$ cat src/sv/spms_pkg.sv
// Package with shared widths, codes, state type and defaults for the shared-pool stack block.
package spms_pkg;

  localparam int OPCODE_W   = 1;
  localparam int STACK_ID_W = 2;
  localparam int DATA_W     = 32;
  localparam int STATUS_W   = 2;

  localparam int NUM_STACKS_DEF = 4;
  localparam int POOL_DEPTH_DEF = 64;

  localparam logic [OPCODE_W-1:0] OP_PUSH = 1'b0;
  localparam logic [OPCODE_W-1:0] OP_POP  = 1'b1;

  localparam logic [STATUS_W-1:0] ST_OK        = 2'd0;
  localparam logic [STATUS_W-1:0] ST_OVERFLOW  = 2'd1;
  localparam logic [STATUS_W-1:0] ST_UNDERFLOW = 2'd2;

  typedef enum logic [1:0] {
    S_IDLE,
    S_LOOK,
    S_POP
  } state_t;

endpackage

$ cat src/sv/spms_if.sv
// Valid/ready channel interfaces for request words and result words.
interface spms_in_if;
  import spms_pkg::*;
  logic                  valid;
  logic                  ready;
  logic [OPCODE_W-1:0]   opcode;
  logic [STACK_ID_W-1:0] stack_id;
  logic signed [DATA_W-1:0] push_value;

  modport source (output valid, output opcode, output stack_id, output push_value,
                  input ready);
  modport sink   (input valid, input opcode, input stack_id, input push_value,
                  output ready);
endinterface

interface spms_out_if;
  import spms_pkg::*;
  logic                     valid;
  logic                     ready;
  logic [STATUS_W-1:0]      status;
  logic signed [DATA_W-1:0] pop_value;

  modport source (output valid, output status, output pop_value, input ready);
  modport sink   (input valid, input status, input pop_value, output ready);
endinterface

$ cat src/sv/shared_pool_multi_stack.sv
// Top level of the shared-pool multi-stack: sequencer, value and top-pointer memories.
//
// NUM_STACKS LIFO stacks share one pool of POOL_DEPTH entries. Each request word
// either pushes push_value onto stack stack_id or pops that stack, and each gives
// exactly one result word with a status (ok, overflow on push, underflow on pop)
// and the popped value, which is zero unless a pop succeeds. A push on an
// exhausted pool or a stack number at or above NUM_STACKS reports overflow; a pop
// of an empty or nonexistent stack reports underflow; neither changes any state.
// One request is worked at a time. A push or a failed pop writes its result
// word into the output register from the look state, and a successful pop
// does so from the pop state; the input is ready again once the sequencer is
// back in idle. This order is set by the registered reads of the memories:
// the stack top is read first, and a pop then needs a second read of that
// entry's link and value before the pointers can be written back. A finished
// result sits in an output register, so the next request is accepted while it
// waits to be taken; the block only stalls when a second result is ready
// before the first one has left. No clearing pass is needed after reset: the
// link memory uses a fill count and the stack tops carry valid bits, so the
// block is ready at once.
module shared_pool_multi_stack #(
  parameter int NUM_STACKS = spms_pkg::NUM_STACKS_DEF,
  parameter int POOL_DEPTH = spms_pkg::POOL_DEPTH_DEF
) (
  input  logic       clk,
  input  logic       rst_n,
  spms_in_if.sink    in_ch,
  spms_out_if.source out_ch
);
  import spms_pkg::*;

  localparam int LINK_W    = $clog2(POOL_DEPTH + 1);
  localparam int ENTRY_AW  = $clog2(POOL_DEPTH);
  localparam int TOP_AW    = (NUM_STACKS > 1) ? $clog2(NUM_STACKS) : 1;
  localparam int SID_EXT_W = (TOP_AW > STACK_ID_W) ? TOP_AW : STACK_ID_W;
  localparam logic [LINK_W-1:0] LINK_NULL = LINK_W'(POOL_DEPTH);

  // Sequencer state and the captured request.
  state_t              state_r, state_nxt;
  logic [OPCODE_W-1:0] op_r;
  logic [TOP_AW-1:0]   idx_r;
  logic                id_ok_r;
  logic [DATA_W-1:0]   val_r;

  // Pointer state. The free head lives in a register; the stack tops live in
  // a small memory whose entries read as null until first written.
  logic [LINK_W-1:0]     free_head_r, free_head_nxt;
  logic [LINK_W-1:0]     tops_mem [NUM_STACKS];
  logic [NUM_STACKS-1:0] tops_vld_r;
  logic [LINK_W-1:0]     top_rd_r;
  logic                  top_vld_r;
  logic [LINK_W-1:0]     top_eff;

  // Entry values. Only entries that a push wrote are ever read back.
  logic [DATA_W-1:0] vals_mem [POOL_DEPTH];
  logic [DATA_W-1:0] vals_rd_r;

  // Result register.
  logic                out_valid_r, out_valid_nxt;
  logic [STATUS_W-1:0] out_status_r, out_status_nxt;
  logic [DATA_W-1:0]   out_pop_value_r, out_pop_value_nxt;

  // Request decode.
  logic                 in_acc;
  logic                 out_free;
  logic                 sid_ok;
  logic [SID_EXT_W-1:0] sid_ext;
  logic [TOP_AW-1:0]    in_idx;

  // Memory control.
  logic              link_rd_en;
  logic [LINK_W-1:0] link_rd_addr;
  logic [LINK_W-1:0] link_rd_data;
  logic              link_wr_en;
  logic [LINK_W-1:0] link_wr_addr;
  logic [LINK_W-1:0] link_wr_data;
  logic              tops_we;
  logic [LINK_W-1:0] tops_wdata;
  logic              vals_we;
  logic              vals_re;

  assign in_ch.ready = (state_r == S_IDLE);
  assign in_acc      = in_ch.valid && in_ch.ready;
  assign out_free    = !out_valid_r || out_ch.ready;

  assign sid_ext = SID_EXT_W'(in_ch.stack_id);
  assign in_idx  = sid_ext[TOP_AW-1:0];
  assign sid_ok  = 32'(in_ch.stack_id) < 32'(NUM_STACKS);

  assign top_eff = top_vld_r ? top_rd_r : LINK_NULL;

  assign out_ch.valid     = out_valid_r;
  assign out_ch.status    = out_status_r;
  assign out_ch.pop_value = out_pop_value_r;

  spms_link_store #(
    .POOL_DEPTH (POOL_DEPTH),
    .LINK_W     (LINK_W)
  ) u_links (
    .clk     (clk),
    .rst_n   (rst_n),
    .rd_en   (link_rd_en),
    .rd_addr (link_rd_addr),
    .rd_data (link_rd_data),
    .wr_en   (link_wr_en),
    .wr_addr (link_wr_addr),
    .wr_data (link_wr_data)
  );

  // Next state, memory control and result. Reads and write-backs of the same
  // entry never fall in one cycle: each item finishes its writes before the
  // next one is accepted and issues its first read.
  always_comb begin
    state_nxt         = state_r;
    free_head_nxt     = free_head_r;
    out_valid_nxt     = out_valid_r && !out_ch.ready;
    out_status_nxt    = out_status_r;
    out_pop_value_nxt = out_pop_value_r;
    link_rd_en        = 1'b0;
    link_rd_addr      = free_head_r;
    link_wr_en        = 1'b0;
    link_wr_addr      = free_head_r;
    link_wr_data      = top_eff;
    tops_we           = 1'b0;
    tops_wdata        = free_head_r;
    vals_we           = 1'b0;
    vals_re           = 1'b0;

    unique case (state_r)
      S_IDLE: begin
        if (in_acc) begin
          // The free head's link is fetched now in case this is a push.
          link_rd_en = 1'b1;
          state_nxt  = S_LOOK;
        end
      end
      S_LOOK: begin
        if (op_r == OP_PUSH) begin
          if (out_free) begin
            out_valid_nxt     = 1'b1;
            out_pop_value_nxt = '0;
            if (!id_ok_r || (free_head_r == LINK_NULL)) begin
              out_status_nxt = ST_OVERFLOW;
            end else begin
              out_status_nxt = ST_OK;
              vals_we        = 1'b1;
              link_wr_en     = 1'b1;
              tops_we        = 1'b1;
              free_head_nxt  = link_rd_data;
            end
            state_nxt = S_IDLE;
          end
        end else if (!id_ok_r || (top_eff == LINK_NULL)) begin
          if (out_free) begin
            out_valid_nxt     = 1'b1;
            out_status_nxt    = ST_UNDERFLOW;
            out_pop_value_nxt = '0;
            state_nxt         = S_IDLE;
          end
        end else begin
          link_rd_en   = 1'b1;
          link_rd_addr = top_eff;
          vals_re      = 1'b1;
          state_nxt    = S_POP;
        end
      end
      S_POP: begin
        if (out_free) begin
          out_valid_nxt     = 1'b1;
          out_status_nxt    = ST_OK;
          out_pop_value_nxt = vals_rd_r;
          tops_we           = 1'b1;
          tops_wdata        = link_rd_data;
          link_wr_en        = 1'b1;
          link_wr_addr      = top_eff;
          link_wr_data      = free_head_r;
          free_head_nxt     = top_eff;
          state_nxt         = S_IDLE;
        end
      end
      default: begin
        state_nxt = S_IDLE;
      end
    endcase
  end

  always_ff @(posedge clk) begin
    if (!rst_n) begin
      state_r     <= S_IDLE;
      free_head_r <= '0;
      tops_vld_r  <= '0;
      out_valid_r <= 1'b0;
    end else begin
      state_r     <= state_nxt;
      free_head_r <= free_head_nxt;
      out_valid_r <= out_valid_nxt;
      if (tops_we) begin
        tops_vld_r[idx_r] <= 1'b1;
      end
    end
  end

  // Captured request and result payload.
  always_ff @(posedge clk) begin
    if (in_acc) begin
      op_r    <= in_ch.opcode;
      idx_r   <= in_idx;
      id_ok_r <= sid_ok;
      val_r   <= in_ch.push_value;
    end
    out_status_r    <= out_status_nxt;
    out_pop_value_r <= out_pop_value_nxt;
  end

  // Stack top memory: read at acceptance, written when an item commits.
  always_ff @(posedge clk) begin
    if (in_acc) begin
      top_rd_r  <= tops_mem[in_idx];
      top_vld_r <= tops_vld_r[in_idx];
    end
    if (tops_we) begin
      tops_mem[idx_r] <= tops_wdata;
    end
  end

  // Value memory: written by a push at the free head, read by a pop at the top.
  always_ff @(posedge clk) begin
    if (vals_re) begin
      vals_rd_r <= vals_mem[top_eff[ENTRY_AW-1:0]];
    end
    if (vals_we) begin
      vals_mem[free_head_r[ENTRY_AW-1:0]] <= val_r;
    end
  end

endmodule

$ cat src/sv/spms_link_store.sv
// Link memory of the entry pool, with a fill count standing in for its reset pattern.
module spms_link_store #(
  parameter int POOL_DEPTH = spms_pkg::POOL_DEPTH_DEF,
  parameter int LINK_W     = $clog2(POOL_DEPTH + 1)
) (
  input  logic              clk,
  input  logic              rst_n,
  input  logic              rd_en,
  input  logic [LINK_W-1:0] rd_addr,
  output logic [LINK_W-1:0] rd_data,
  input  logic              wr_en,
  input  logic [LINK_W-1:0] wr_addr,
  input  logic [LINK_W-1:0] wr_data
);
  import spms_pkg::*;

  localparam int ENTRY_AW = $clog2(POOL_DEPTH);

  logic [LINK_W-1:0] mem [POOL_DEPTH];
  logic [LINK_W-1:0] mem_q_r;
  logic [LINK_W-1:0] addr_r;
  logic              hit_r;
  logic [LINK_W-1:0] fill_r;
  logic [LINK_W-1:0] fill_nxt;

  // Entries at or above the fill count were never written and still hold
  // their reset link, which is simply the next index (null after the last).
  assign rd_data = hit_r ? mem_q_r : addr_r + LINK_W'(1);

  always_comb begin
    fill_nxt = fill_r;
    if (wr_en && (wr_addr >= fill_r)) begin
      fill_nxt = fill_r + LINK_W'(1);
    end
  end

  always_ff @(posedge clk) begin
    if (!rst_n) begin
      fill_r <= '0;
    end else begin
      fill_r <= fill_nxt;
    end
  end

  always_ff @(posedge clk) begin
    if (rd_en) begin
      mem_q_r <= mem[rd_addr[ENTRY_AW-1:0]];
      addr_r  <= rd_addr;
      hit_r   <= rd_addr < fill_r;
    end
    if (wr_en) begin
      mem[wr_addr[ENTRY_AW-1:0]] <= wr_data;
    end
  end

endmodule

$ cat src/flat_wrapper.sv
// flat-port wrapper written by rule: the top's interface ports become plain ports
module shared_pool_multi_stack_flat import spms_pkg::*;
#(
  parameter int NUM_STACKS = spms_pkg::NUM_STACKS_DEF,
  parameter int POOL_DEPTH = spms_pkg::POOL_DEPTH_DEF
)
  (clk, rst_n, in_ch_valid, in_ch_opcode, in_ch_stack_id, in_ch_push_value, in_ch_ready, out_ch_valid, out_ch_status, out_ch_pop_value, out_ch_ready);
  spms_in_if in_ch_i ();
  spms_out_if out_ch_i ();
  input  logic clk;
  input  logic rst_n;
  input wire logic [$bits(in_ch_i.valid)-1:0] in_ch_valid;
  input wire logic [$bits(in_ch_i.opcode)-1:0] in_ch_opcode;
  input wire logic [$bits(in_ch_i.stack_id)-1:0] in_ch_stack_id;
  input wire logic [$bits(in_ch_i.push_value)-1:0] in_ch_push_value;
  output wire logic [$bits(in_ch_i.ready)-1:0] in_ch_ready;
  output wire logic [$bits(out_ch_i.valid)-1:0] out_ch_valid;
  output wire logic [$bits(out_ch_i.status)-1:0] out_ch_status;
  output wire logic [$bits(out_ch_i.pop_value)-1:0] out_ch_pop_value;
  input wire logic [$bits(out_ch_i.ready)-1:0] out_ch_ready;
  assign in_ch_i.valid = in_ch_valid;
  assign in_ch_i.opcode = in_ch_opcode;
  assign in_ch_i.stack_id = in_ch_stack_id;
  assign in_ch_i.push_value = in_ch_push_value;
  assign in_ch_ready = in_ch_i.ready;
  assign out_ch_valid = out_ch_i.valid;
  assign out_ch_status = out_ch_i.status;
  assign out_ch_pop_value = out_ch_i.pop_value;
  assign out_ch_i.ready = out_ch_ready;
  shared_pool_multi_stack #(.NUM_STACKS(NUM_STACKS), .POOL_DEPTH(POOL_DEPTH)) u_core (.clk(clk), .rst_n(rst_n), .in_ch(in_ch_i), .out_ch(out_ch_i));
endmodule
$ cat config.mk
export PLATFORM = sky130hd
export DESIGN_NAME = shared_pool_multi_stack_flat
export DESIGN_NICKNAME = d
export VERILOG_FILES = /design/src/sv/spms_pkg.sv /design/src/sv/spms_if.sv /design/src/sv/shared_pool_multi_stack.sv /design/src/sv/spms_link_store.sv /design/src/flat_wrapper.sv
export SDC_FILE = /design/constraint.sdc
export NUM_CORES = 2
export LEC_CHECK = 0
export BUFFER_PORTS_ARGS = -buffer_cell sky130_fd_sc_hd__buf_2
export CELL_PAD_IN_SITES_DETAIL_PLACEMENT = 0
export CELL_PAD_IN_SITES_GLOBAL_PLACEMENT = 1
export CORE_MARGIN = 10
export CORE_UTILIZATION = 53
export DETAILED_ROUTE_END_ITERATION = 16
export GPL_TIMING_DRIVEN = 0
export PLACE_DENSITY = 0.86
export SYNTH_ARGS = -nofsm -noshare
export SYNTH_HDL_FRONTEND = slang
export SYNTH_SLANG_ARGS = --single-unit
$ cat constraint.sdc
create_clock -name clk -period 10.2 [get_ports clk]
set_clock_uncertainty 0.05 [all_clocks]
set_input_delay 2.04 -clock clk [delete_from_list [all_inputs] [get_ports clk]]
set_output_delay 2.04 -clock clk [all_outputs]
set_load 0.01 [all_outputs]
==> flow_metrics.py <==
metrics = {
    "run_status": {
        "status": "complete, but fails checks",
        "violations": "max-capacitance violations, max-slew violations",
    },
    "flow_run": {
        "drv_cap": 6,
    },
    "layout": {
        "final_layout_size_suffix_gt1_frac": 0.191,
        "nFillCells": 12674,
        "multi_input_area_mm2": 0.0224,
        "fin_cells": 8782,
        "area_delta_synth_final_pct": 15.4,
        "utilization": 0.617,
        "register_area_mm2": 0.0799,
        "fin_nets": 6127,
    },
    "cts": {
        "root_buffer": "clkbuf_16",
        "htreeDepth": 5,
        "cts_made_buffers": 281,
        "clk_latency_ns": 0.94,
        "postCtsHoldBufs": 0,
        "cts_buffer_depth": 4,
        "cts_tree": "yes",
        "clk_pin_slew_worst_paths_ns": 0.06,
        "post_cts_resized": 0,
        "post-cts-setup-buffers": 0,
        "cts.sinks": 2669,
    },
    "place": {
        "globalplace.congestion": 0.950,
        "placed_cells": 8310,
        "post-dp-hpwl_mm": 201,
        "port-buffer-count": 74,
    },
    "synth": {
        "synth_ff_type": "edfxtp_1",
        "yosysTopAreaCell": "edfxtp_1",
        "synthTopCellsByCount": "edfxtp_1, nand2_1, mux4_2",
        "syn_area_mm2": 0.103,
        "synthDistinctLibCells": 64,
        "synth.top_cell.area_share": 0.770,
        "synth.most_common_cell": "edfxtp_1",
        "synth_edf_count": 2648,
        "yosysWarningCount": 0,
        "ys_seq_elements": 2669,
        "async_reset_ff_frac": 0,
        "synthesis.nets": 5619,
        "syn-mean-instance-area_um2": 18.6,
        "ys_seq_area_frac": 0.775,
        "synth.area.top_cells": "edfxtp_1, mux4_2, nand2_1",
        "postSynthCellCount": 5561,
    },
    "routing": {
        "postRouteAntennaNets": 0,
        "route.detailed.drc": 0,
        "wl_mm": 307,
        "drtIter0Drc": 10351,
        "wl_per_cell_um": 35.0,
        "vias": 59659,
        "dr.pass1.iters": 8,
        "viasPerCell": 6.79,
    },
    "die": {
        "core_area_mm2": 0.193,
        "die_h_um": 461,
        "ios": 75,
        "fp.dieArea_mm2": 0.213,
        "start_util": 0.534,
        "die-width_um": 461,
        "rows": 161,
    },
    "setup_path": {
        "criticalPathCategory": "reg2reg",
        "end_kind": "register",
        "cp-start-kind": "register",
        "cp_max_fo": 10,
        "cp_data_required_time_ns": 10.71,
        "arrival_ns": 6.81,
    },
    "min_path": {
        "hold_class": "reg2reg",
    },
    "timing": {
        "timing.slew.headroom": -0.0301,
        "setup_violations": 0,
        "hold_violations": 0,
        "tightestPinTransition_ns": 1.55,
        "finalCriticalPeriod_ns": 6.31,
        "rsz0062_at_grt": "false",
        "drv_slew": 27,
        "finalSetupTns_ns": 0,
        "fin_crit_sh": 0.618,
        "max_freq_ghz": 0.159,
    },
    "grt": {
        "grt_max_degree": 41,
        "grt.total_usage": 0.285,
        "grt_overflow": 0,
        "grt_pass1_wl_mm": 431,
        "grt_pass1_vias": 58506,
        "antenna_found_initial": 19,
    },
    "power": {
        "p_leak_nw": 37.9,
        "peakVddDrop_mv": 0.199,
        "power_density_mw_per_mm2": 195,
    },
}
[power breakdown]
group / internal (mW) / switching (mW)
Clock: 5.44 / 4.07
Sequential: 12.1 / 0.0656
Combinational: 0.496 / 1.02
Total: 18.1 / 5.16
[registers in the layout, indices dropped and copies added (netlist names), 4 cells and up]
register                 cells
u_core.free_head_r           7
u_core.out_ch.pop_value     32
u_core.top_rd_r              7
u_core.tops_mem             28
u_core.tops_vld_r            4
u_core.u_links.addr_r        7
u_core.u_links.fill_r        7
u_core.u_links.mem         448
u_core.u_links.mem_q_r       7
u_core.val_r                32
u_core.vals_mem           2048
u_core.vals_rd_r            32
[cells by family after synthesis]
logic type	synth area share
flip-flops	0.775
AND/OR/NAND/NOR	0.0558
multiplexers	0.117
AO/OA/AOI/OAI	0.0362
buffers and inverters	0.0134
adder cells (fa/ha/maj)	0.00230
XOR/XNOR	0.000764
[path summary, 6_finish.rpt]
path                   startpoint              endpoint  depth (start not counted)  slack (ns)
max            u_core.top_rd_r[2]   u_core.vals_rd_r[0]                         10        3.89
min          u_core.tops_vld_r[2]  u_core.tops_vld_r[2]                          1        0.41
max reg2reg    u_core.top_rd_r[2]   u_core.vals_rd_r[0]                         10        3.89
min reg2reg  u_core.tops_vld_r[2]  u_core.tops_vld_r[2]                          1        0.41
[per-layer routing]
layer  part of all wire  track usage  routed length, um  up-vias
met5            0.00036            0                112        -
met4              0.065        0.152              20100       16
met3               0.15        0.101              47000      962
met2               0.44        0.416             135000     5239
met1               0.34        0.378             105000    30083
li1                   -            -                  -    23359
[layout by cell type (no fill, tap or decap), drive strengths merged, types with 6 or more instances in the layout]
cell	instances
a2111oi	9
a211oi	33
a21boi	6
a21o	36
a21oi	97
a221oi	28
a311oi	41
a31o	7
a31oi	61
and2	46
and3	33
and4	6
buf	341
bufinv	11
clkbuf	564
clkinv	82
clkinvlp	7
dfxtp	21
diode	6
edfxtp	2648
ha	19
inv	30
mux2i	152
mux4	468
nand2	722
nand3	285
nor2	179
nor2b	10
nor3	17
nor4	6
o21a	6
o21ai	108
o221ai	34
o22ai	85
or3	7
or4	8
xnor2	6
[stage by stage]
step / total power, mW / hold slack [ns] / cell area, um^2 / setup WS, ns
after detailed placement: 13.9 / 0.402 / 111000 / 4.42
after global routing: 23.7 / 0.442 / 119000 / 4.10
after global placement: 13.7 / 0.393 / 107000 / -0.466
after floorplan: 13.2 / 0.385 / 103000 / 4.17
after CTS: 23.2 / 0.415 / 119000 / 4.46
final: 23.2 / 0.413 / 119000 / 3.89
[final cells by class]
class	count	area share
antenna	6	0.000126
buffer	322	0.0109
clock buffer	358	0.0629
clock inverter	106	0.00671
inverter	24	0.000756
multi-input combinational	2546	0.188
sequential	2669	0.671
tap	2526	0.0265
timing repair buffer	225	0.0325
[worst max-delay path, cell delays in order (launching register included)]
cell	delay [ns]
edfxtp_1	0.34
buf_6	0.20
buf_2	0.45
clkbuf_1	0.97
clkbuf_1	0.56
clkbuf_1	0.47
a221oi_1	0.18
a211oi_1	1.18
nor2_1	0.23
a311oi_1	1.01
a31oi_1	0.32
Note: power is estimated with default switching activity, not from simulation.
